[src/rtl/core/ir_wall_detect_averaged_assert.svh]
// assertion macros for the ir wall detector
// expects signals named clock and reset in the module that uses them
`ifndef IR_WALL_DETECT_AVERAGED_ASSERT_SVH
`define IR_WALL_DETECT_AVERAGED_ASSERT_SVH

// same-cycle implication, muted during reset
`define IRWD_ASSERT_NOW(label, ante, cons, msg) \
   label: assert property (@(posedge clock) disable iff (reset) (ante) |-> (cons)) \
      else $error(msg);

// next-cycle implication, muted during reset
`define IRWD_ASSERT_NEXT(label, ante, cons, msg) \
   label: assert property (@(posedge clock) disable iff (reset) (ante) |=> (cons)) \
      else $error(msg);

`endif

[src/rtl/core/irwd_pkg.sv]
// shared constants, register codes and types of the ir wall detector
// no dependencies
package irwd_pkg;

   // channel layout and field widths
   localparam int NCH       = 4;
   localparam int IN_W      = 12;
   localparam int DIFF_W    = 12;
   localparam int GAIN_W    = 12;
   localparam int VAL_W     = 14;
   localparam int PROD_W    = DIFF_W + GAIN_W;
   localparam int VAL_MAX   = (1 << VAL_W) - 1;

   // moving average window
   localparam int AVG_DEPTH = 5;
   localparam int SLOT_W    = $clog2(AVG_DEPTH);
   localparam int SUM_W     = VAL_W + $clog2(AVG_DEPTH);

   // divide by 1000 through a reciprocal multiply, exact for any PROD_W-bit product
   localparam int SCALE_DIV     = 1000;
   localparam int SCALE_SHIFT   = PROD_W + $clog2(SCALE_DIV);
   localparam int SCALE_RECIP_W = PROD_W + 1;
   localparam int SCALE_MUL_W   = PROD_W + SCALE_RECIP_W;
   localparam int QUOT_W        = SCALE_MUL_W - SCALE_SHIFT;
   localparam logic [SCALE_RECIP_W-1:0] SCALE_RECIP = SCALE_RECIP_W'(
      ((64'd1 << SCALE_SHIFT) + 64'(SCALE_DIV) - 64'd1) / 64'(SCALE_DIV));

   // divide by the window depth, same scheme
   localparam int MEAN_SHIFT   = SUM_W + $clog2(AVG_DEPTH);
   localparam int MEAN_RECIP_W = SUM_W + 1;
   localparam int MEAN_MUL_W   = SUM_W + MEAN_RECIP_W;
   localparam logic [MEAN_RECIP_W-1:0] MEAN_RECIP = MEAN_RECIP_W'(
      ((64'd1 << MEAN_SHIFT) + 64'(AVG_DEPTH) - 64'd1) / 64'(AVG_DEPTH));

   // stream payload widths
   localparam int REQ_W    = 2 * NCH * IN_W;
   localparam int RSP_BITS = NCH * VAL_W + 3;
   localparam int RSP_W    = ((RSP_BITS + 7) / 8) * 8;

   // configuration port
   localparam int CSR_IDX_W  = 3;
   localparam int CSR_DATA_W = VAL_W;

   localparam logic [CSR_IDX_W-1:0] CSR_GAIN         = 3'd0;
   localparam logic [CSR_IDX_W-1:0] CSR_STATIC_FRONT = 3'd1;
   localparam logic [CSR_IDX_W-1:0] CSR_STATIC_SIDE  = 3'd2;
   localparam logic [CSR_IDX_W-1:0] CSR_CAL_OK       = 3'd3;
   localparam logic [CSR_IDX_W-1:0] CSR_CAL_FL       = 3'd4;
   localparam logic [CSR_IDX_W-1:0] CSR_CAL_FR       = 3'd5;
   localparam logic [CSR_IDX_W-1:0] CSR_CAL_SL       = 3'd6;
   localparam logic [CSR_IDX_W-1:0] CSR_CAL_SR       = 3'd7;

   localparam logic [GAIN_W-1:0] GAIN_RESET       = 12'd1000;
   localparam logic [VAL_W-1:0]  STATIC_THR_RESET = 14'd200;

   // channel order: front left, front right, side left, side right
   localparam int CH_FL = 0;
   localparam int CH_FR = 1;
   localparam int CH_SL = 2;
   localparam int CH_SR = 3;

   typedef logic [NCH-1:0][VAL_W-1:0] val_vec_type;
   typedef logic [NCH-1:0][SUM_W-1:0] sum_vec_type;

   typedef struct packed {
      logic [GAIN_W-1:0] gain;
      logic [VAL_W-1:0]  static_front;
      logic [VAL_W-1:0]  static_side;
      logic              cal_ok;
      val_vec_type       cal_thr;
   } cfg_type;

endpackage

[src/rtl/core/irwd_ring.sv]
// per-channel sample rings and running window sums
// depends on irwd_pkg and the assertion macro header
`include "ir_wall_detect_averaged_assert.svh"

module irwd_ring (
   input  logic                  clock,
   input  logic                  reset,
   input  logic                  in_valid,
   output logic                  in_ready,
   input  irwd_pkg::val_vec_type in_val,
   output logic                  out_valid,
   input  logic                  out_ready,
   output irwd_pkg::sum_vec_type out_sum
);
   import irwd_pkg::*;

   logic [VAL_W-1:0]  ring_ff [NCH][AVG_DEPTH];
   sum_vec_type       sum_ff, sum_in;
   logic [SLOT_W-1:0] slot_ff, slot_in;
   logic              v_ff;
   logic              adv, wr;

   assign adv       = !v_ff || out_ready;
   assign in_ready  = adv;
   assign wr        = in_valid && adv;
   assign out_valid = v_ff;
   assign out_sum   = sum_ff;

   // next write slot, wraps at the window depth
   assign slot_in = (slot_ff == SLOT_W'(AVG_DEPTH - 1)) ? '0 : slot_ff + 1'b1;

   // running sum: drop the overwritten sample, add the new one
   for (genvar ch = 0; ch < NCH; ch++) begin : g_sum
      assign sum_in[ch] = sum_ff[ch] - SUM_W'(ring_ff[ch][slot_ff]) + SUM_W'(in_val[ch]);
   end

   always_ff @(posedge clock) begin
      if (reset) begin
         v_ff    <= 1'b0;
         slot_ff <= '0;
         sum_ff  <= '0;
         for (int c = 0; c < NCH; c++) begin
            for (int k = 0; k < AVG_DEPTH; k++) begin
               ring_ff[c][k] <= '0;
            end
         end
      end else begin
         if (adv) v_ff <= in_valid;
         if (wr) begin
            slot_ff <= slot_in;
            sum_ff  <= sum_in;
            for (int c = 0; c < NCH; c++) begin
               ring_ff[c][slot_ff] <= in_val[c];
            end
         end
      end
   end

   // checks
   `IRWD_ASSERT_NOW(a_slot_range, 1'b1, slot_ff <= SLOT_W'(AVG_DEPTH - 1), "ring slot out of range")
   `IRWD_ASSERT_NEXT(a_slot_hold, !wr, $stable(slot_ff) && $stable(sum_ff), "ring moved without an item")
   `IRWD_ASSERT_NEXT(a_wr_valid, wr, v_ff, "ring write did not produce a sum")
   `IRWD_ASSERT_NOW(a_sum_bound, 1'b1, sum_ff[CH_FL] <= SUM_W'(AVG_DEPTH * VAL_MAX), "window sum overflow")

endmodule

[config.mk]
export PLATFORM = sky130hd
export DESIGN_NAME = irwd_ring
export DESIGN_NICKNAME = d
export VERILOG_FILES = /design/src/rtl/core/irwd_pkg.sv /design/src/rtl/core/irwd_ring.sv
export VERILOG_INCLUDE_DIRS = /design/src /design/src/rtl/core
export SDC_FILE = /design/constraint.sdc
export NUM_CORES = 1
export LEC_CHECK = 0
export ABC_AREA = 1
export BUFFER_PORTS_ARGS = -buffer_cell sky130_fd_sc_hd__buf_2
export CAP_MARGIN = 20
export CORE_UTILIZATION = 50
export CTS_CLUSTER_DIAMETER = 120
export DETAILED_ROUTE_END_ITERATION = 8
export GPL_TIMING_DRIVEN = 0
export PLACE_DENSITY = 0.77
export SLEW_MARGIN = 15
export SYNTH_ARGS = -nofsm -noshare
export SYNTH_HDL_FRONTEND = slang
export SYNTH_SLANG_ARGS = --single-unit
[constraint.sdc]
create_clock -name clock -period 4.4 [get_ports clock]
set_input_delay 0.44 -clock clock [delete_from_list [all_inputs] [get_ports clock]]
set_output_delay 0.44 -clock clock [all_outputs]
set_load 0.005 [all_outputs]
**Word-level counts from Yosys, hierarchy flattened**

Memories as Yosys holds them, arrays and structs flattened.
Cells that the tools add are included.

- Register bits after elaboration: 72
- Bits in writable memories: 280
- Input bits: 60
- Output and inout port bits: 70
- Logic and storage cells: 604
- Memories kept: 1

- Add/subtract/negate cells: 9
- Magnitude comparators: 2
- Equal/unequal tests: 1
- Multiplexer cells: 300
- Bitwise gates (word level): 281
- Reductions and logical operators: 4

Memories:

| name | words | bits a word | rd ports | clocked after memory_dff | write ports | line | source |
|---|---|---|---|---|---|---|---|
| ring_ff | 4 | 70 | 4 | 0 | 4 | irwd_ring.sv:17 | `logic [VAL_W-1:0] ring_ff [NCH][AVG_DEPTH];` |

Operator list:

| cell | count |
|---|---|
| $mux W1 | 284 |
| $or A1 B1 Y1 | 280 |
| $bmux W14 S3 | 4 |
| $mux W14 | 9 |
| $mux W70 | 1 |
| $add A17 B14 Y17 | 4 |
| $sub A17 B14 Y17 | 4 |
| $demux W14 S3 | 1 |
| $ge A4 B4 Y1 const B | 1 |
| $lt A4 B1 Y1 const B | 1 |
| $not A3 Y4 | 1 |
| $add A3 B1 Y3 const B | 1 |
| $eq A3 B3 Y1 const B | 1 |
| $mux W3 | 1 |
| $logic_and A1 B1 Y1 | 2 |
| $logic_not A1 Y1 | 1 |
| $logic_or A1 B1 Y1 | 1 |

**Logic depth before layout (Yosys ltp)**

- Word-level depth: 7
- Depth in mapped cells: 22
- Mapped depth without buffers: 20

**Worst setup path after synthesis**

OpenSTA, ideal clock, no wires.

- Kind: flip-flop to flip-flop
- From: register slot_ff[2]
- To: register sum_ff (netlist bit out_sum[32])
- Library setup time: 0.109 ns
- Arrival time: 2.860 ns
- Data required time: 4.291 ns
- Path slack: 1.431 ns
- Stages on the path, launching flop included: 21
- Buffers on the path: 2
- Clock period less this slack: 2.969 ns
- Cell sequence: dfxtp_1 -> inv_2 -> nand3_2 -> inv_2 -> buf_2 -> buf_4 -> a22oi_1 -> nand4_1 -> fa_1 -> inv_1 -> ha_1 -> nand2_1 -> inv_1 -> a21oi_1 -> nand2_1 -> nand2_1 -> nand2_1 -> nand2_1 -> nand3_1 -> nand2_1 -> inv_1

- Longest elaborated chain between the ends: 6

Ends and longest elaborated chain:

| item | line | source |
|---|---|---|
| start: declaration | irwd_ring.sv:19 | `logic [SLOT_W-1:0] slot_ff, slot_in;` |
| start signal: assignment | irwd_ring.sv:50 | `slot_ff <= slot_in;` |
| $not A3 Y4 (not written as such) | irwd_ring.sv:34 | `assign sum_in[ch] = sum_ff[ch] - SUM_W'(ring_ff[ch][slot_ff]) + SUM_W'(in_val[ch]);` |
| $bmux W14 S3 | irwd_ring.sv:34 |  |
| $mux W14 (not written as such) (2 in series) | irwd_ring.sv:34 |  |
| $sub A17 B14 Y17 | irwd_ring.sv:34 |  |
| $add A17 B14 Y17 | irwd_ring.sv:34 |  |
| end signal: assignment | irwd_ring.sv:51 | `sum_ff <= sum_in;` |
| end: declaration | irwd_ring.sv:18 | `sum_vec_type sum_ff, sum_in;` |

Every way passes these cells. The select of a mux whose other input is x is not followed.
A chain may end at the register's enable or synchronous reset.

**Worst setup path in the final report**

- From: register slot_ff[2]
- To: register sum_ff (netlist bit out_sum[66])

Same word-level chain as after synthesis.

==> results.cfg <==
[status]
status = complete, no violations

[die]
io_pins = 130
die_w_um = 198
die_h_um = 198
die_area_um2 = 39000
initial_utilization = 0.507
rows = 71
core_um2 = 37700

[setup_path]
cp_common_cell = nand2_1
worst-path-buf-inv = 7
crit_path_max_fanout = 10
worst-setup-path-type = register to register
critical-path-top-delay-family = simple AND/OR/NAND/NOR gates
cp_slowest_stage_delay_ps = 620
start_kind = register
cp.required_ps = 4850
cp.arrival_ps = 4400
crit_chain = inv_2 -> nand3_2 -> inv_2 -> buf_2 -> buf_4 -> a22oi_1 -> nand4_1 -> fa_1 -> inv_1 -> ha_1 -> nand2_1 -> inv_1 -> nand2_1 -> nand2_1 -> a21oi_1 -> nand2_1 -> nand2_1 -> nand3_1 -> nand2_1 -> inv_1
crit_slowest_cell = fa_1
endpoint_kind = register

[cts]
clk_pin_slew_ps = 70
cts-root-buf = clkbuf_16
clk_path_buf_depth = 3
cts_sinks = 352
cts_tree = done
cts_buffers = 39
cts_resized = 0
cts_hold_buf = 0
clkLatencyLatePin_ps = 540
post_cts_buffers = 0
htree_levels = 2

[logic_synthesis]
syn_avg_cell_area_um2 = 7.90
yosysTopAreaCell = edfxtp_1
netlist_area_um2 = 19100
yosys_register_bits = 352
synth.distinct_cells = 33
yosys_warnings = 0
synthCells = 2420
synth.area.top_cells = edfxtp_1, dfxtp_1, nand2_1
netlist.area_leader.share = 0.242
seq_area_frac_synth = 0.449
ys_async_sr_fraction = 0
dominantRegCellSynth = dfxtp_1
synth_edf_count = 154
synth_nets = 2606

[finish]
drive_gt1_frac = 0.0988
fin_cells = 3138
fillerInstances = 3410
nets = 2777
syn2layout_area_growth_pct = 13.7

[timing]
slew_headroom = 0.208
rsz0062_at_grt = false
fin_skew_ps = 20.8
finalMaxSlewViolations = 0
fin_crit_sh = 0.898
setup_tns_ps = 0
worst_pin_slew_ps = 1190
finalHoldViolCount = 0
setup-violations-final = 0
layout_min_cycle_time_ps = 3950
finalWorstSetupSlack_ps = 450
max_freq_ghz = 0.253

[pwr]
cellPowerDensity_nw_per_um2 = 544
max-vdd-ir-drop_uv = 334
p_leak_nw = 10.7

[drt]
vias_per_cell = 5.37
drt_iter0_drc = 1590
routed_wl_mm = 57.0
first_pass_iters = 7
wl_per_cell_um = 18.2
ant_nets = 0
drc = 0
via_count = 16800

[worst_hold_path]
hold_path_class = primary input to register

[global_route]
grt_max_degree = 29
grt_pass1_vias = 16600
grt_pass1_wl_mm = 88.6
grt_overflow = 0
grtUsageTotal = 0.296
antenna_found_initial = 2

[job]
maxCapViolCount = 0

[place]
place.gp.congestion = 1.02
place_hpwl_mm = 40.8
pre_cts_ws_ps = 620
dp.cells = 3060
port_buffers = 129
-- tightest hold or removal path, stage by stage --
cell and delay [ps]:
buf_2 110, nand2_1 80, o22ai_1 60
-- layout make-up --
class                   count  area (um^2)  share of cell area
flip-flops and latches    352         8590               0.395
multi-input cells        1442         8130               0.374
inverters                 540         2030              0.0933
clock buffers              47         1050              0.0482
repair buffers            130          657              0.0302
well taps                 511          639              0.0294
plain buffers              86          375              0.0173
clock inverters            25          256              0.0118
diodes                      5         12.5            0.000576
-- power by group --
group / switching (mW) / internal (mW) / total [mW]
Clock: 1.41 / 1.95 / 3.36
Combinational: 2.99 / 1.61 / 4.60
Sequential: 0.161 / 3.70 / 3.86
Total: 4.56 / 7.27 / 11.8
-- Yosys cell counts (2+ instances only) --
cell type and count:
o21ai_1 6, fa_1 56, o211ai_1 27, inv_1 528, buf_2 27, dfxtp_1 198
nand2_2 8, nor2_1 136, xor2_1 14, edfxtp_1 154, xnor2_1 4, a31oi_1 8
nand2_1 552, and2_1 7, inv_2 11, or2_2 7, buf_4 5, a21oi_1 180
nor3_2 2, nand3_1 92, ha_1 70, nor3_1 16, buf_1 6, nand4_1 29
o22ai_1 58, clkbuf_1 48, o21ai_0 137, a22oi_1 29
-- path summary, 6_finish.rpt --
check                 startpoint             end  slack (ps)  cells past startpoint
setup / recovery      slot_ff[2]     out_sum[66]         450                     20
hold / removal        in_val[39]  ring_ff[2][25]         200                      3
setup reg to reg      slot_ff[2]     out_sum[66]         450                     20
hold reg to reg   ring_ff[3][25]  ring_ff[3][25]         470                      2
-- metal layers --
metal  wire length (um)  GRT usage
met1              22700      0.372
met2              26100      0.487
met3               5420     0.0562
met4               2860      0.147
met5                  0          0
-- kinds of logic (layout without fill, tap and decap cells) --
group,Yosys count,count (layout),synth area share
compound gates,446,446,0.129
xor+xnor,18,18,0.00825
fa+ha+maj,126,126,0.104
buf+inv,626,828,0.126
flops,352,352,0.449
other cells,0,5,0
simple gates,852,852,0.183
-- registers in the layout, summed over array words and instances, names as in the netlist --
register / flops
ring_ff: 280
out_sum: 68
slot_ff: 3
out_valid: 1
-- cells in the final DEF (no fill, tap or decap), types with 40 or more instances in the layout --
cell type	instances
nand2_1	551
inv_1	528
dfxtp_1	198
a21oi_1	180
buf_2	156
edfxtp_1	154
o21ai_0	137
nor2_1	136
nand3_1	92
ha_1	70
o22ai_1	58
fa_1	56
clkbuf_1	53
clkbuf_16	40
-- stage by stage --
step                      utilization  area, um^2  hold WS, ps  power (mW)
after global routing            0.577       21700          203        12.6
after detailed placement        0.542       20400          457        8.42
after global placement          0.542       20400          453        8.29
final                           0.577       21700          195        11.8
after floorplan                     -       19100          443        7.22
after CTS                       0.576       21700          190        11.7
Power figures use the tool's default switching activity.
