[config.mk]
export PLATFORM = sky130hd
export DESIGN_NAME = irwd_scale
export DESIGN_NICKNAME = d
export VERILOG_FILES = /design/src/rtl/core/ir_wall_detect_averaged_assert.svh /design/src/rtl/core/irwd_pkg.sv /design/src/rtl/core/irwd_scale.sv
export SDC_FILE = /design/constraint.sdc
export NUM_CORES = 2
export LEC_CHECK = 0
export ABC_AREA = 1
export CAP_MARGIN = 5
export CORE_MARGIN = 3
export CORE_UTILIZATION = 55
export DETAILED_ROUTE_END_ITERATION = 10
export DONT_BUFFER_PORTS = 1
export PLACE_DENSITY_LB_ADDON = 0.12
export SLEW_MARGIN = 25
export SYNTH_ARGS = -nofsm -noshare
export SYNTH_HDL_FRONTEND = slang
export SYNTH_SLANG_ARGS = --single-unit
[constraint.sdc]
create_clock -name clock -period 7 [get_ports clock]
set_input_delay 0.35 -clock clock [delete_from_list [all_inputs] [get_ports clock]]
set_output_delay 0.35 -clock clock [all_outputs]
set_load 0.01 [all_outputs]
[src/rtl/core/ir_wall_detect_averaged_assert.svh]
// assertion macros for the ir wall detector
// expects signals named clock and reset in the module that uses them
`ifndef IR_WALL_DETECT_AVERAGED_ASSERT_SVH
`define IR_WALL_DETECT_AVERAGED_ASSERT_SVH

// same-cycle implication, muted during reset
`define IRWD_ASSERT_NOW(label, ante, cons, msg) \
   label: assert property (@(posedge clock) disable iff (reset) (ante) |-> (cons)) \
      else $error(msg);

// next-cycle implication, muted during reset
`define IRWD_ASSERT_NEXT(label, ante, cons, msg) \
   label: assert property (@(posedge clock) disable iff (reset) (ante) |=> (cons)) \
      else $error(msg);

`endif

[src/rtl/core/irwd_pkg.sv]
// shared constants, register codes and types of the ir wall detector
// no dependencies
package irwd_pkg;

   // channel layout and field widths
   localparam int NCH       = 4;
   localparam int IN_W      = 12;
   localparam int DIFF_W    = 12;
   localparam int GAIN_W    = 12;
   localparam int VAL_W     = 14;
   localparam int PROD_W    = DIFF_W + GAIN_W;
   localparam int VAL_MAX   = (1 << VAL_W) - 1;

   // moving average window
   localparam int AVG_DEPTH = 5;
   localparam int SLOT_W    = $clog2(AVG_DEPTH);
   localparam int SUM_W     = VAL_W + $clog2(AVG_DEPTH);

   // divide by 1000 through a reciprocal multiply, exact for any PROD_W-bit product
   localparam int SCALE_DIV     = 1000;
   localparam int SCALE_SHIFT   = PROD_W + $clog2(SCALE_DIV);
   localparam int SCALE_RECIP_W = PROD_W + 1;
   localparam int SCALE_MUL_W   = PROD_W + SCALE_RECIP_W;
   localparam int QUOT_W        = SCALE_MUL_W - SCALE_SHIFT;
   localparam logic [SCALE_RECIP_W-1:0] SCALE_RECIP = SCALE_RECIP_W'(
      ((64'd1 << SCALE_SHIFT) + 64'(SCALE_DIV) - 64'd1) / 64'(SCALE_DIV));

   // divide by the window depth, same scheme
   localparam int MEAN_SHIFT   = SUM_W + $clog2(AVG_DEPTH);
   localparam int MEAN_RECIP_W = SUM_W + 1;
   localparam int MEAN_MUL_W   = SUM_W + MEAN_RECIP_W;
   localparam logic [MEAN_RECIP_W-1:0] MEAN_RECIP = MEAN_RECIP_W'(
      ((64'd1 << MEAN_SHIFT) + 64'(AVG_DEPTH) - 64'd1) / 64'(AVG_DEPTH));

   // stream payload widths
   localparam int REQ_W    = 2 * NCH * IN_W;
   localparam int RSP_BITS = NCH * VAL_W + 3;
   localparam int RSP_W    = ((RSP_BITS + 7) / 8) * 8;

   // configuration port
   localparam int CSR_IDX_W  = 3;
   localparam int CSR_DATA_W = VAL_W;

   localparam logic [CSR_IDX_W-1:0] CSR_GAIN         = 3'd0;
   localparam logic [CSR_IDX_W-1:0] CSR_STATIC_FRONT = 3'd1;
   localparam logic [CSR_IDX_W-1:0] CSR_STATIC_SIDE  = 3'd2;
   localparam logic [CSR_IDX_W-1:0] CSR_CAL_OK       = 3'd3;
   localparam logic [CSR_IDX_W-1:0] CSR_CAL_FL       = 3'd4;
   localparam logic [CSR_IDX_W-1:0] CSR_CAL_FR       = 3'd5;
   localparam logic [CSR_IDX_W-1:0] CSR_CAL_SL       = 3'd6;
   localparam logic [CSR_IDX_W-1:0] CSR_CAL_SR       = 3'd7;

   localparam logic [GAIN_W-1:0] GAIN_RESET       = 12'd1000;
   localparam logic [VAL_W-1:0]  STATIC_THR_RESET = 14'd200;

   // channel order: front left, front right, side left, side right
   localparam int CH_FL = 0;
   localparam int CH_FR = 1;
   localparam int CH_SL = 2;
   localparam int CH_SR = 3;

   typedef logic [NCH-1:0][VAL_W-1:0] val_vec_type;
   typedef logic [NCH-1:0][SUM_W-1:0] sum_vec_type;

   typedef struct packed {
      logic [GAIN_W-1:0] gain;
      logic [VAL_W-1:0]  static_front;
      logic [VAL_W-1:0]  static_side;
      logic              cal_ok;
      val_vec_type       cal_thr;
   } cfg_type;

endpackage

[src/rtl/core/irwd_scale.sv]
// ambient rejection and gain scaling, three register stages
// depends on irwd_pkg
module irwd_scale (
   input  logic                        clock,
   input  logic                        reset,
   input  logic                        in_valid,
   output logic                        in_ready,
   input  logic [irwd_pkg::REQ_W-1:0]  in_data,
   input  logic [irwd_pkg::GAIN_W-1:0] gain,
   output logic                        out_valid,
   input  logic                        out_ready,
   output irwd_pkg::val_vec_type       out_val
);
   import irwd_pkg::*;

   logic [NCH-1:0][DIFF_W-1:0] diff_ff, diff_in;
   logic [NCH-1:0][PROD_W-1:0] prod_ff, prod_in;
   val_vec_type                val_ff, val_in;
   logic                       v0_ff, v1_ff, v2_ff;
   logic                       adv0, adv1, adv2;

   // stage advance chain
   assign adv2     = !v2_ff || out_ready;
   assign adv1     = !v1_ff || adv2;
   assign adv0     = !v0_ff || adv1;
   assign in_ready = adv0;

   assign out_valid = v2_ff;
   assign out_val   = val_ff;

   for (genvar ch = 0; ch < NCH; ch++) begin : g_ch
      logic [IN_W-1:0]        off_rd, on_rd;
      logic [SCALE_MUL_W-1:0] recip_prod;
      logic [QUOT_W-1:0]      quot;

      // on minus off, clamped at zero
      assign off_rd      = in_data[ch*2*IN_W +: IN_W];
      assign on_rd       = in_data[ch*2*IN_W + IN_W +: IN_W];
      assign diff_in[ch] = (on_rd > off_rd) ? DIFF_W'(on_rd - off_rd) : '0;

      // times gain in thousandths
      assign prod_in[ch] = PROD_W'(diff_ff[ch]) * PROD_W'(gain);

      // divide by 1000 and saturate
      assign recip_prod = SCALE_MUL_W'(prod_ff[ch]) * SCALE_MUL_W'(SCALE_RECIP);
      assign quot       = recip_prod[SCALE_MUL_W-1:SCALE_SHIFT];
      assign val_in[ch] = (quot > QUOT_W'(VAL_MAX)) ? VAL_W'(VAL_MAX) : quot[VAL_W-1:0];
   end

   // valid bits
   always_ff @(posedge clock) begin
      if (reset) begin
         v0_ff <= 1'b0;
         v1_ff <= 1'b0;
         v2_ff <= 1'b0;
      end else begin
         if (adv0) v0_ff <= in_valid;
         if (adv1) v1_ff <= v0_ff;
         if (adv2) v2_ff <= v1_ff;
      end
   end

   // payload stages
   always_ff @(posedge clock) begin
      if (adv0) diff_ff <= diff_in;
      if (adv1) prod_ff <= prod_in;
      if (adv2) val_ff  <= val_in;
   end

endmodule

## Word level (Yosys, flattened, before mapping)

Index checks and enable logic that the tools add are counted.

| operators by class | value |
|---|---|
| multiply operators | 8 |
| add/sub/neg operators | 4 |
| reduce and logical (&&, ||, !) cells | 6 |
| order comparisons | 8 |

Operators with widths:

| cell | count |
|---|---|
| $mul 24x24->48 const B | 4 |
| $mul 12x12->24 | 4 |
| $gt 15x14->1 const B | 4 |
| $gt 12x12->1 | 4 |
| $sub 12x12->12 | 4 |
| $logic_not 1->1 | 3 |
| $logic_or 1x1->1 | 3 |

| storage, ports and cells | value |
|---|---|
| output and inout port bits | 58 |
| logic and storage cells | 41 |
| register bits after elaboration | 203 |
| input port bits | 112 |

## Longest topological paths before layout

| logic depth | value |
|---|---|
| depth in word-level cells | 4 |
| depth in mapped cells | 27 |

## Worst setup path after synthesis

Ideal clock, no wire load.

| timing | value |
|---|---|
| path kind | flip-flop to flip-flop |
| from | reg prod_ff[15] in the netlist's numbering |
| to | reg val_ff (netlist bit out_val[5]) (data pin) |
| required time | 6.742 ns |
| cell stages (with the launch flop) | 24 |
| arrival time | 5.354 ns |
| setup time | 0.258 ns |
| clock period less this slack | 5.612 ns |
| path slack | 1.388 ns |
| path through | edfxtp_1 > fa_1 > inv_1 > fa_1 > inv_1 > ha_1 > inv_1 > fa_1 > fa_1 > inv_1 > fa_1 > inv_1 > fa_1 > inv_1 > ha_1 > nand2_1 > o21ai_1 > a21oi_1 > o21ai_1 > nand2_1 > nand2_1 > nor2_2 > buf_6 > nand3_2 |

| on the way | value |
|---|---|
| cells in the longest elaborated chain, start to end | 2 |

Ends and longest elaborated chain:

| what | RTL line | text |
|---|---|---|
| start: declaration | irwd_scale.sv:17 | `logic [NCH-1:0][PROD_W-1:0] prod_ff, prod_in;` |
| start signal: assignment | irwd_scale.sv:66 | `if (adv1) prod_ff <= prod_in;` |
| $mul 24x24->48 (*) | irwd_scale.sv:45 | `assign recip_prod = SCALE_MUL_W'(prod_ff[ch]) * SCALE_MUL_W'(SCALE_RECIP);` |
| $gt 15x14->1 | irwd_scale.sv:47 | `assign val_in[ch] = (quot > QUOT_W'(VAL_MAX)) ? VAL_W'(VAL_MAX) : quot[VAL_W-1:0];` |
| end signal: assignment | irwd_scale.sv:67 | `if (adv2) val_ff <= val_in;` |
| end: declaration | irwd_scale.sv:18 | `val_vec_type val_ff, val_in;` |

Every way passes the cells marked *; elsewhere a longest branch is shown, timed or not.
A chain may end at the register's enable or synchronous reset.

## Final worst setup path

| timing | value |
|---|---|
| from | reg prod_ff[92] in the netlist's numbering |
| to | reg val_ff (netlist bit out_val[44]) (data pin) |

Same word-level chain as after synthesis.

==> impl_metrics.yaml <==
clock_tree:
  cts_tree: "built"
  clockBufferDepth: 3
  cts.clk_slew.worst_paths_ns: 0.06
  cts.sinks: 203
  cts_buffers: 27
  cts_setup_buffers: 0
  htreeDepth: 1
  cts_root_buffer: "clkbuf_16"
  clkLatencyLatePin_ns: 0.64
synth:
  synth-seq-cells: 203
  synth_area_per_cell_sq_um: 8.29
  syn-num-nets: 10800
  yosys.area_share.xor_xnor_pct: 1.33
  synth_top_family_by_area: "adder cells"
  synth-edff-count: 200
  netlist_area_sq_um: 68400
  synthSimpleGateAreaFrac_pct: 13.8
  synth_top_area_share_pct: 32.3
  synthTopCellsByArea: "fa_1 32%, ha_1 24%, inv_1 14%, edfxtp_1 8.8%, nand2_1 7.9%"
  synth.mux.area_fraction_pct: 0
  synth_compound_area_share_pct: 5.40
  ys_async_sr_fraction_pct: 0
  synthDistinctLibCells: 48
  ys_seq_area_share_pct: 8.87
  syn_inst: 8254
  ys.flop_type: "edfxtp_1"
  synth_warnings: 0
  synth_top_area_cell: "fa_1"
  synthAdderAreaFrac_pct: 56.4
layout:
  areaGrowthSynthToFinish_pct: 4.17
  fin_nets: 10700
  finalNonFillerCells: 9858
  ff_latch_area_sq_um: 6070
  multi_input_area_sq_um: 52600
  final_cell_mix: "2,462 x inv_1, 1,431 x nand2_1, 1,316 x ha_1"
  finalInstanceArea_sq_um: 71200
  fin_util_pct: 58.1
  drive_above_1_share_pct: 2.00
  nFillCells: 11500
  final_common_cell: "inv_1"
worst_setup_path:
  cp.required_ns: 7.33
  critical_path.top_delay_family: "adder cells"
  reg2regPathDepth: 20
  slowest_stage: "edfxtp_1"
  path_cells: "fa_1, inv_1, fa_1, inv_1, ha_1, fa_1, fa_1, fa_1, inv_1, fa_1, inv_1, ha_1, a21oi_1, o21ai_0, a21oi_1, o21ai_1, nand2_1, nand2_1, nor2_2, nand3_1"
  path_class: "reg -> reg"
  cp.depth: 20
  cp_num_buf_inv: 4
  path_max_fanout: 13
  cpMostUsedCell: "fa_1"
  critPathMaxStageDelay_ns: 0.65
  crit_path_end_kind: "register"
  arrival_ns: 6.70
  start_kind: "register"
route:
  drt_iter0_drc: 3186
  final_antenna_net_count: 0
  routed_wl_microns: 168000
  first_pass_iters: 5
  drc: 0
  wl_per_cell_microns: 17.1
  via_per_inst: 5.21
  via_count: 51400
run:
  max_cap_viol_count: 0
place:
  gp_congestion: 0.982
  post_dp_cell_area_sq_um: 70300
  dpl.cell_count: 9803
  portBuffers: 0
  dp_hpwl_microns: 145000
grt:
  antenna_found_initial: 2
  gr-total-overflow: 0
  grt_first_pass_wirelength_microns: 275000
  grtUsageTotal_pct: 26.8
  grt_pass1_vias: 53100
  grt_max_degree: 59
floorplanning:
  dieArea_sq_um: 129000
  die_y_microns: 359
  start_util_pct: 55.8
  pin_count: 170
  die_x_microns: 359
  core_sq_um: 123000
  rows: 128
hold_path:
  hold_depth: 3
  min_path_type: "in -> reg"
sta:
  finalCritPeriodShare_pct: 91.0
  slew_viol_final: 0
  fmax_mhz: 157
  grt_setup_unrepaired: "false"
  worst_slew_pin_slew_ns: 0.882
  setup_tns_ns: 0
  maxSlewHeadroom_pct: 41.2
  skew_ns: 0.0145
  setup_viol: 0
  finalCriticalPeriod_ns: 6.37
  hold_violations: 0
status:
  status: "finished, final reports clean"
[cells by family (layout without fill, tap and decap cells)]
family / Yosys count / after routing
and+or+nand+nor: 2273 / 2273
other: 0 / 2
adders and majority gates: 2420 / 2420
buffers and inverters: 2585 / 2562
xor gates and xnor gates: 104 / 104
AOI/OAI and AO/OA: 669 / 669
DFF: 203 / 203
[cell type report]
| cell class | instances | area share (%) |
|---|---|---|
| Antenna cell | 2 | 0.00702 |
| Clock buffer | 28 | 0.954 |
| Clock inverter | 21 | 0.355 |
| Inverter | 2469 | 13.0 |
| Multi-Input combinational cell | 5466 | 73.8 |
| Sequential cell | 203 | 8.51 |
| Tap cell | 1625 | 2.85 |
| Timing Repair Buffer | 44 | 0.478 |
[worst register-to-register path, delay by kind of cell (launching register included)]
kind	cells	cell delay (ns)
AND/OR/NAND/NOR	4	0.78
adder cells (fa/ha/maj)	8	3.72
buffers and inverters	4	0.20
AO/OA/AOI/OAI	4	0.72
flip-flops	1	0.65
[final timing paths]
check               from     endpoint  slack (ns)
min reg2reg        v1_ff    out_valid        0.46
max reg2reg  prod_ff[92]  out_val[44]        0.63
max          prod_ff[92]  out_val[44]        0.63
min              gain[1]  prod_ff[73]        0.04
[synthesized netlist by cell type (6+ instances only)]
| library cell | number |
|---|---|
| a31oi_1 | 12 |
| nor2_1 | 411 |
| nand2_2 | 12 |
| nor2_2 | 20 |
| clkbuf_1 | 96 |
| and2_1 | 6 |
| nand4_1 | 89 |
| o21ai_1 | 26 |
| inv_1 | 2463 |
| o21a_1 | 18 |
| nand3b_1 | 8 |
| ha_1 | 1316 |
| nand3_2 | 18 |
| nor3_1 | 55 |
| o21bai_1 | 31 |
| xor2_1 | 64 |
| fa_1 | 1104 |
| xnor2_1 | 40 |
| a21o_1 | 48 |
| nor4_1 | 11 |
| nor3_2 | 9 |
| buf_1 | 15 |
| nand2_1 | 1433 |
| a21oi_1 | 342 |
| o21ai_0 | 163 |
| inv_2 | 6 |
| a211oi_1 | 6 |
| edfxtp_1 | 200 |
| nand3_1 | 190 |
| o31ai_1 | 6 |
[through the flow]
stage	hold WS [ns]	setup slack (ns)
2_1_floorplan	0.419	1.39
3_3_place_gp	0.422	0.735
3_5_place_dp	0.422	0.647
4_1_cts	0.000605	0.622
5_1_grt	0.0269	0.270
6_report	0.0407	0.630
[state kept, by name (all words and copies together) (netlist names)]
name       flops
out_valid      1
v0_ff          1
v1_ff          1
diff_ff       48
prod_ff       96
out_val       56
[metal layers]
layer | global-route usage [%] | routed length [microns]
met2 | 42.2 | 74900
met5 | 0 | 13
met4 | 4.41 | 2590
met1 | 39.2 | 79400
met3 | 4.66 | 11500
[repair_timing]
| action | 4_1_cts | 5_1_grt |
|---|---|---|
| resized for setup | 0 | 0 |
| hold buffers | 4 | 0 |
| endpoints found under the hold margin | 7 | 0 |
Power is not shown: default switching activity piles up to over one toggle a cycle in this logic, so the estimate is an artifact.
