`src/rtl/core/ir_wall_detect_averaged_assert.svh`:
```
// assertion macros for the ir wall detector
// expects signals named clock and reset in the module that uses them
`ifndef IR_WALL_DETECT_AVERAGED_ASSERT_SVH
`define IR_WALL_DETECT_AVERAGED_ASSERT_SVH

// same-cycle implication, muted during reset
`define IRWD_ASSERT_NOW(label, ante, cons, msg) \
   label: assert property (@(posedge clock) disable iff (reset) (ante) |-> (cons)) \
      else $error(msg);

// next-cycle implication, muted during reset
`define IRWD_ASSERT_NEXT(label, ante, cons, msg) \
   label: assert property (@(posedge clock) disable iff (reset) (ante) |=> (cons)) \
      else $error(msg);

`endif

```
`src/rtl/core/irwd_pkg.sv`:
```
// shared constants, register codes and types of the ir wall detector
// no dependencies
package irwd_pkg;

   // channel layout and field widths
   localparam int NCH       = 4;
   localparam int IN_W      = 12;
   localparam int DIFF_W    = 12;
   localparam int GAIN_W    = 12;
   localparam int VAL_W     = 14;
   localparam int PROD_W    = DIFF_W + GAIN_W;
   localparam int VAL_MAX   = (1 << VAL_W) - 1;

   // moving average window
   localparam int AVG_DEPTH = 5;
   localparam int SLOT_W    = $clog2(AVG_DEPTH);
   localparam int SUM_W     = VAL_W + $clog2(AVG_DEPTH);

   // divide by 1000 through a reciprocal multiply, exact for any PROD_W-bit product
   localparam int SCALE_DIV     = 1000;
   localparam int SCALE_SHIFT   = PROD_W + $clog2(SCALE_DIV);
   localparam int SCALE_RECIP_W = PROD_W + 1;
   localparam int SCALE_MUL_W   = PROD_W + SCALE_RECIP_W;
   localparam int QUOT_W        = SCALE_MUL_W - SCALE_SHIFT;
   localparam logic [SCALE_RECIP_W-1:0] SCALE_RECIP = SCALE_RECIP_W'(
      ((64'd1 << SCALE_SHIFT) + 64'(SCALE_DIV) - 64'd1) / 64'(SCALE_DIV));

   // divide by the window depth, same scheme
   localparam int MEAN_SHIFT   = SUM_W + $clog2(AVG_DEPTH);
   localparam int MEAN_RECIP_W = SUM_W + 1;
   localparam int MEAN_MUL_W   = SUM_W + MEAN_RECIP_W;
   localparam logic [MEAN_RECIP_W-1:0] MEAN_RECIP = MEAN_RECIP_W'(
      ((64'd1 << MEAN_SHIFT) + 64'(AVG_DEPTH) - 64'd1) / 64'(AVG_DEPTH));

   // stream payload widths
   localparam int REQ_W    = 2 * NCH * IN_W;
   localparam int RSP_BITS = NCH * VAL_W + 3;
   localparam int RSP_W    = ((RSP_BITS + 7) / 8) * 8;

   // configuration port
   localparam int CSR_IDX_W  = 3;
   localparam int CSR_DATA_W = VAL_W;

   localparam logic [CSR_IDX_W-1:0] CSR_GAIN         = 3'd0;
   localparam logic [CSR_IDX_W-1:0] CSR_STATIC_FRONT = 3'd1;
   localparam logic [CSR_IDX_W-1:0] CSR_STATIC_SIDE  = 3'd2;
   localparam logic [CSR_IDX_W-1:0] CSR_CAL_OK       = 3'd3;
   localparam logic [CSR_IDX_W-1:0] CSR_CAL_FL       = 3'd4;
   localparam logic [CSR_IDX_W-1:0] CSR_CAL_FR       = 3'd5;
   localparam logic [CSR_IDX_W-1:0] CSR_CAL_SL       = 3'd6;
   localparam logic [CSR_IDX_W-1:0] CSR_CAL_SR       = 3'd7;

   localparam logic [GAIN_W-1:0] GAIN_RESET       = 12'd1000;
   localparam logic [VAL_W-1:0]  STATIC_THR_RESET = 14'd200;

   // channel order: front left, front right, side left, side right
   localparam int CH_FL = 0;
   localparam int CH_FR = 1;
   localparam int CH_SL = 2;
   localparam int CH_SR = 3;

   typedef logic [NCH-1:0][VAL_W-1:0] val_vec_type;
   typedef logic [NCH-1:0][SUM_W-1:0] sum_vec_type;

   typedef struct packed {
      logic [GAIN_W-1:0] gain;
      logic [VAL_W-1:0]  static_front;
      logic [VAL_W-1:0]  static_side;
      logic              cal_ok;
      val_vec_type       cal_thr;
   } cfg_type;

endpackage

```
`src/rtl/core/irwd_csr.sv`:
```
// configuration registers of the ir wall detector
// depends on irwd_pkg
module irwd_csr (
   input  logic                           clock,
   input  logic                           reset,
   input  logic                           csr_valid,
   output logic                           csr_ready,
   input  logic [irwd_pkg::CSR_IDX_W-1:0]  csr_index,
   input  logic [irwd_pkg::CSR_DATA_W-1:0] csr_data,
   output irwd_pkg::cfg_type              cfg
);
   import irwd_pkg::*;

   cfg_type cfg_ff;
   cfg_type cfg_in;

   // writes are always taken
   assign csr_ready = 1'b1;
   assign cfg       = cfg_ff;

   // register decode
   always_comb begin
      cfg_in = cfg_ff;
      if (csr_valid) begin
         unique case (csr_index)
            CSR_GAIN:         cfg_in.gain          = csr_data[GAIN_W-1:0];
            CSR_STATIC_FRONT: cfg_in.static_front  = csr_data[VAL_W-1:0];
            CSR_STATIC_SIDE:  cfg_in.static_side   = csr_data[VAL_W-1:0];
            CSR_CAL_OK:       cfg_in.cal_ok        = csr_data[0];
            CSR_CAL_FL:       cfg_in.cal_thr[CH_FL] = csr_data[VAL_W-1:0];
            CSR_CAL_FR:       cfg_in.cal_thr[CH_FR] = csr_data[VAL_W-1:0];
            CSR_CAL_SL:       cfg_in.cal_thr[CH_SL] = csr_data[VAL_W-1:0];
            CSR_CAL_SR:       cfg_in.cal_thr[CH_SR] = csr_data[VAL_W-1:0];
            default:          cfg_in = cfg_ff;
         endcase
      end
   end

   always_ff @(posedge clock) begin
      if (reset) begin
         cfg_ff.gain         <= GAIN_RESET;
         cfg_ff.static_front <= STATIC_THR_RESET;
         cfg_ff.static_side  <= STATIC_THR_RESET;
         cfg_ff.cal_ok       <= 1'b0;
         cfg_ff.cal_thr      <= '0;
      end else begin
         cfg_ff <= cfg_in;
      end
   end

endmodule

```
`config.mk`:
```
export PLATFORM = sky130hd
export DESIGN_NAME = irwd_csr
export DESIGN_NICKNAME = d
export VERILOG_FILES = /design/src/rtl/core/ir_wall_detect_averaged_assert.svh /design/src/rtl/core/irwd_pkg.sv /design/src/rtl/core/irwd_csr.sv
export SDC_FILE = /design/constraint.sdc
export NUM_CORES = 1
export LEC_CHECK = 0
export BUFFER_PORTS_ARGS = -buffer_cell sky130_fd_sc_hd__buf_4
export CAP_MARGIN = 20
export CORE_MARGIN = 2
export CORE_UTILIZATION = 30
export CTS_BUF_LIST = sky130_fd_sc_hd__clkbuf_8
export DETAILED_ROUTE_END_ITERATION = 8
export SETUP_SLACK_MARGIN = 0.2
export SLEW_MARGIN = 30
export SYNTH_ARGS = -nofsm -noshare
export SYNTH_HDL_FRONTEND = slang
export SYNTH_SLANG_ARGS = --single-unit
```
`constraint.sdc`:
```
create_clock -name clock -period 2.8 [get_ports clock]
set_input_delay 0.28 -clock clock [delete_from_list [all_inputs] [get_ports clock]]
set_output_delay 0.28 -clock clock [all_outputs]
set_load 0.05 [all_outputs]
```
; After elaboration in Yosys (flattened, before gate mapping)
; Cells that the tools add are included.
[totals]
reg_bits = 97
inputBits = 20
output_inout_bits = 98
elab_cells = 24
[classes]
n_eq_ne = 7
reduce_logical = 9
[ops]
columns = operator, n
row1 = 2-bit AND reduction, 8
row2 = 3-bit equality test (second input constant), 4
row3 = 3-bit by 2-bit equality test with 1-bit output (second input constant), 2
row4 = 3-bit by 1-bit equality test with 1-bit output (second input constant), 1
row5 = 3-bit zero test, 1

; Longest topological paths before layout
; Gate-level depths: netlist of the first run.
[depth]
word_depth = 2
mapped_depth = 5
ltp_nobuf = 2

; Worst setup path before layout of the first run
; No wires, ideal clock.
[synth_timing]
kind = input to register
start = in csr_index[1] in the netlist's numbering
end = reg cfg_ff, in the netlist cfg[17]
setup_time_ps = 126
arrival_time_ps = 1107
required_time_ps = 2674
slack_ps = 1567
stages = 4
n_path_buf = 2
path_cell_list = buf_2 -> nand4b_2 -> buf_2 -> mux2i_1
[synth_via]
elab_chain_cells = 2
[synth_rtl]
columns = element, line
row1 = "start, declared", irwd_csr.sv:8  ; input logic [irwd_pkg::CSR_IDX_W-1:0] csr_index,
row2 = 3-bit equality test, irwd_csr.sv:25  ; unique case (csr_index)
row3 = 2-bit AND reduction (no line), n/a
row4 = "end signal, assigned", irwd_csr.sv:47  ; cfg_ff <= cfg_in;
row5 = "end, declared", irwd_csr.sv:14  ; cfg_type cfg_ff;
; Every way passes these cells.
; A chain may end at the register's enable or synchronous reset.

==> impl_results.md, run 1 <==
* Setup_tns at 0 ns
* Die area at 13880 um^2
* Setup ws final at 1.477 ns
* Clk_skew at 0 ns
* Vias/cell at 4.406
* Design Area, Final at 5072 um^2
* Top-Level Pins at 118
* Later-pin clock latency in the skew report at 0.37 ns
* Slowest CP cell: nand2b_1
* Max-Cap Viols at 0
* Family with the most delay on the worst path: simple AND/OR/NAND/NOR gates
* Final setup fails at 0
* Max-slew headroom at 45.92%
* Max Slew Vio Count at 0
* Slew @ Worst Pin at 0.8090 ns
* CORE AREA at 12620 um^2
* Rows at 41
* Initial Util at 30.79%
* Vias in the first global route at 2712
* Final period util at 47.27%
* Critical path cell sequence: buf_4 -> nand2b_1 -> mux2i_1
* Avg Inst Size Synth at 11.04 um^2
* Max Root-Sink Buffers at 2
* Util after Layout at 40.19%
* CTS tree: done
* DIE HEIGHT at 117.8 um
* Post-synthesis sequential area ratio at 49.98%
* Distinct cells, synth at 17
* Drt drc at 0
* Worst Path Buf+Inv at 1
* CTS Buf Count at 9
* CTS HTree Levels at 3
* Initial antenna violation count at 0
* Grt total ovfl at 0
* Post-cts resize count at 0
* Critical Path End Type: flip-flop
* Synth area leader: dfxtp_1
* Status: finished, final reports clean
* Largest register FFs at 97
* WP data required at 3.02 ns
* Placed Cells at 617
* Largest stage delay, worst path at 0.56 ns
* Area contributors post-synth: dfxtp_1 50%, mux2i_1 25%, nand2b_1 16%
* Largest net degree at the start of global routing at 87
* Synthesis-stage register bit count at 97
* Placed Area at 4876 um^2
* Post-Synthesis Cells at 352
* CP max FO at 86
* Final Hold Vio Count at 0
* Share of layout cells above drive strength 1 at 30.80%
* Share of the synthesized area in the top cell type at 49.98%
* Pleak at 2.502 nW
* Fin crit period at 1.323 ns
* Cell Count, Final, Fillers Out at 633
* IO buf count at 116
* Starting DRT DRC Count at 130
* Worst min-delay path class: in2reg
* Max IR drop VDD at 0.0001875 V
* Fillers at 1278
* Vias after detailed routing at 2789
* Reg clk slew, reported paths at 0.09 ns
* Setup Buffers After CTS at 0
* RSZ-0062 raised after global routing: no
* CTS Hold Bufs at 0
* Clock sinks at 97
* GP Congestion at 0.7356
* Number of routed nets with antenna violations at 0
* Area of the mapped netlist at 3885 um^2
* Fmax at 755.6 MHz
* Average wire per standard cell at 17.05 um
* CTS root buf: clkbuf_8
* Total Routing Usage GR at 15.83%
* DR pass1 iterations at 4
* Ant diodes at 0
* Area Overhead vs Synth at 30.56%
* Net Count, Synth at 372
* Pwr Density at 527.7 nW/um^2
* Setup CP Type: in2reg
* Total wire length at 10.79 mm
* DP HPWL at 7.683 mm
* Worst Setup Start Kind: input port
* Crit path DAT at 1.54 ns
* Chip width at 117.8 um
* YS warnings at 0
* Final #Nets at 476
* First-pass GRT wire length at 16.51 mm
* Pre-CTS WS at 1.090 ns
-- synthesized netlist by cell type, drive strengths merged --
| master | instances |
|---|---|
| and4bb | 1 |
| buf | 15 |
| clkbuf | 13 |
| conb | 1 |
| dfxtp | 97 |
| mux2i | 97 |
| nand2b | 99 |
| nand4 | 1 |
| nand4b | 3 |
| nand4bb | 3 |
| nor2 | 18 |
| nor4b | 1 |
| nor4bb | 2 |
| or4b | 1 |
-- cells in the final DEF (no fill, tap or decap) --
| cell type | Yosys | routed |
|---|---|---|
| nor2_1 | 18 | 18 |
| nor4bb_1 | 2 | 1 |
| nand2b_1 | 99 | 99 |
| or4b_1 | 1 | 1 |
| mux2i_1 | 97 | 97 |
| nand4b_2 | 2 | 2 |
| clkbuf_8 | 0 | 10 |
| nand4bb_1 | 3 | 3 |
| buf_4 | 1 | 121 |
| nor4b_2 | 1 | 1 |
| clkinvlp_4 | 0 | 2 |
| nand4_2 | 1 | 1 |
| dfxtp_1 | 97 | 97 |
| conb_1 | 1 | 1 |
| and4bb_2 | 1 | 1 |
| clkinv_2 | 0 | 2 |
| nor4bb_2 | 0 | 1 |
| nand4b_1 | 1 | 1 |
| bufinv_16 | 0 | 1 |
| inv_1 | 0 | 1 |
-- final timing paths --
path / startpoint / end / slack (ns) / cells past startpoint
setup reg to reg: cfg[28]$_SDFFE_PP0P_ / cfg[28]$_SDFFE_PP0P_ / 2.14 / 2
hold reg to reg: cfg[12]$_SDFFE_PP0P_ / cfg[12]$_SDFFE_PP0P_ / 0.48 / 2
hold / removal: csr_data[5] / cfg[90]$_SDFFE_PP1P_ / 0.18 / 3
setup / recovery: reset / cfg[4]$_SDFFE_PP0P_ / 1.48 / 3
-- power breakdown --
part           leakage [nW]  switching (W)  internal [W]
Sequential            0.785      0.0000192       0.00141
Clock                0.0995       0.000481      0.000431
Combinational          1.62       0.000219      0.000118
Total                  2.50       0.000719       0.00196
-- worst min-delay path: cells and delay by family --
| family | cells | cell delay (ns) |
|---|---|---|
| AND/OR/NAND/NOR | 1 | 0.04 |
| multiplexers | 1 | 0.11 |
| buffers and inverters | 1 | 0.08 |
-- layer usage --
metal | wire length (um) | up-vias | global-route usage [%]
li1 | - | 1373 | -
met1 | 5169 | 1327 | 21.36
met2 | 4883 | 78 | 24.20
met3 | 585 | 11 | 4.264
met4 | 154 | 0 | 5.873
met5 | 0 | - | 0
-- cells by family after synthesis --
logic type / after synthesis / synth area share (%)
flops: 97 / 49.98
buf+inv: 28 / 3.575
mux: 97 / 24.99
other cells: 1 / 0.09653
simple gates: 129 / 21.35
-- final cells by class --
class / instances / area (um^2) / area share, %
sequential: 97 / 1942 / 38.28
timing repair buffer: 121 / 908.4 / 17.91
tap: 172 / 215.2 / 4.243
multi-input combinational: 227 / 1810 / 35.69
clock inverter: 6 / 58.81 / 1.159
clock buffer: 10 / 137.6 / 2.713
-- through the flow --
step	power [W]	hold WS, ns
5_1_grt	0.002787	0.1823
6_report	0.002677	0.1822
4_1_cts	0.002716	0.1601
2_1_floorplan	0.001687	0.4472
3_3_place_gp	0.001798	0.4617
3_5_place_dp	0.001800	0.4661
No activity file was read; power rests on OpenSTA's default activity.
==> run 2, diff against run 1 <==
clock period = 1.3 ns   (was 2.8 ns; I/O delays follow)
==> run 2 against run 1 <==
Register-to-register slack got worse by 1.5 ns. Critical endpoint is now cfg[17]. Sequential cell count unchanged. Total power increased by 120%. Largest cell class unchanged. Critical path type is now reg2out. Worst setup slack worse by 1.2 ns. Utilization grew 2.6 points. Global-route usage rose by 0.10 points. Hold slack worse by 0.13 ns.
==> impl_results.md, run 2 (synthesis results as in run 1) <==
* GP Congestion at 0.7649 (+4.0%)
* Slowest CP cell: dfxtp_1
* Largest net degree at the start of global routing at 30 (-66%)
* Die area at 13880 um^2 (unchanged)
* Max Root-Sink Buffers at 2 (unchanged)
* Clk_skew at 0 ns (unchanged)
* Starting DRT DRC Count at 102 (-22%)
* Reg clk slew, reported paths at 0.09 ns (about the same)
* Drt drc at 0 (unchanged)
* Clock sinks at 97 (unchanged)
* Final #Nets at 497 (+4.4%)
* DP HPWL at 7.897 mm (+2.8%)
* Vias in the first global route at 2941 (+8.4%)
* Average wire per standard cell at 16.66 um (-2.3%)
* Area Overhead vs Synth at 38.91%
* Chip width at 117.8 um (unchanged)
* Final setup fails at 0 (unchanged)
* CORE AREA at 12620 um^2 (unchanged)
* Number of routed nets with antenna violations at 0 (unchanged)
* Family with the most delay on the worst path: flip-flops
* Rows at 41 (unchanged)
* Design Area, Final at 5396 um^2 (+6.4%)
* Placed Area at 5059 um^2 (+3.7%)
* Share of layout cells above drive strength 1 at 35.48% (+4.7 points)
* Commonest non-fill, non-tap cells in the layout: 104 x buf_4, 99 x nand2b_1, 97 x mux2i_1
* Total wire length at 10.89 mm (+0.94%)
* Max IR drop VDD at 0.0005422 V (+190%)
* Critical Path End Type: output port
* Top-Level Pins at 118 (unchanged)
* IO buf count at 116 (unchanged)
* Worst Setup Start Kind: flip-flop
* CP max FO at 2 (-98%)
* Vias/cell at 4.393 (-0.30%)
* Setup_tns at 0 ns (unchanged)
* Initial Util at 30.79% (unchanged)
* CTS Buf Count at 9 (unchanged)
* Ant diodes at 0 (unchanged)
* DIE HEIGHT at 117.8 um (unchanged)
* Fmax at 936.4 MHz
* Critical path cell sequence: buf_4
* Pleak at 2.651 nW (+6.0%)
* Vias after detailed routing at 2873 (+3.0%)
* CTS HTree Levels at 3 (unchanged)
* RSZ-0062 raised after global routing: yes
* WHS at 0.04907 ns (-0.1332 ns)
* Placed Cells at 638 (+3.4%)
* Later-pin clock latency in the skew report at 0.37 ns (about the same)
* Pwr Density at 1072 nW/um^2 (+100%)
* DR pass1 iterations at 4 (unchanged)
* Total Routing Usage GR at 15.93% (+0.10 points)
* Total power at 0.005787 W (+120%)
* Fin crit period at 1.068 ns
* WP data required at 1.17 ns (-1.85 ns)
* Cell Count, Final, Fillers Out at 654 (+3.3%)
* Max-Cap Viols at 0 (unchanged)
* Worst min-delay path class: in2reg
* Status: finished, final reports clean
* Most common cell after layout, fill and taps aside: buf_4
* Final Hold Vio Count at 0 (unchanged)
* First-pass GRT wire length at 16.94 mm (+2.6%)
* Setup CP Type: reg2out
* Final period util at 82.15%
* Largest stage delay, worst path at 0.37 ns (-0.19 ns)
* Grt total ovfl at 0 (unchanged)
* CTS tree: done
* Largest register FFs at 97 (unchanged)
* Max Slew Vio Count at 0 (unchanged)
* Initial antenna violation count at 0 (unchanged)
* Crit path DAT at 0.94 ns (-0.60 ns)
* CTS root buf: clkbuf_8
* Worst Path Buf+Inv at 1 (unchanged)
## run 2: worst paths after layout
check,start,end,slack [ns],cells past startpoint
max,cfg[17]$_SDFFE_PP0P_,cfg[17],0.23,1
min,csr_data[5],cfg[90]$_SDFFE_PP1P_,0.05,3
max reg2reg,cfg[82]$_SDFFE_PP0P_,cfg[82]$_SDFFE_PP0P_,0.65,2
min reg2reg,cfg[1]$_SDFFE_PP0P_,cfg[1]$_SDFFE_PP0P_,0.48,2
## run 2: routing by layer
metal	track usage, %	vias up	routed length, um
met5	0	-	0
met4	5.648	0	149
met3	3.828	11	532
met2	24.96	70	5091
met1	21.37	1375	5120
li1	-	1417	-
## run 2: area by class of cell
class	instances	area, um^2
Timing Repair Buffer	142	1226
Fill cell	1255	7223
Clock inverter	3	13.76
Multi-Input combinational cell	227	1810
Sequential cell	97	1952
Clock buffer	13	178.9
Tap cell	172	215.2
## run 2: timing repair
| action | in CTS | in global routing |
|---|---|---|
| hold endpoints to repair | 0 | 0 |
| setup endpoints to repair | 13 | 29 |
| resized for setup | 13 | 31 |
| pin swaps | 0 | 0 |
| hold buffers | 0 | 0 |
| cloned | 0 | 0 |
| buffers inserted | 0 | 0 |
## run 2: per-stage QoR
stage | utilization (%) | setup WS (ns)
2_1_floorplan | - | 0.2170
3_3_place_gp | 40.09 | 0.05875
3_5_place_dp | 40.09 | 0.03958
4_1_cts | 42.00 | 0.2002
5_1_grt | 42.76 | 0.1990
6_report | 42.76 | 0.2320
## run 2: power by group
part	switching, W	internal [W]	leakage, nW	total [W]
registers	0.0000460	0.00304	0.789	0.00308
logic	0.000479	0.000300	1.76	0.000779
clock network	0.00103	0.000895	0.107	0.00193
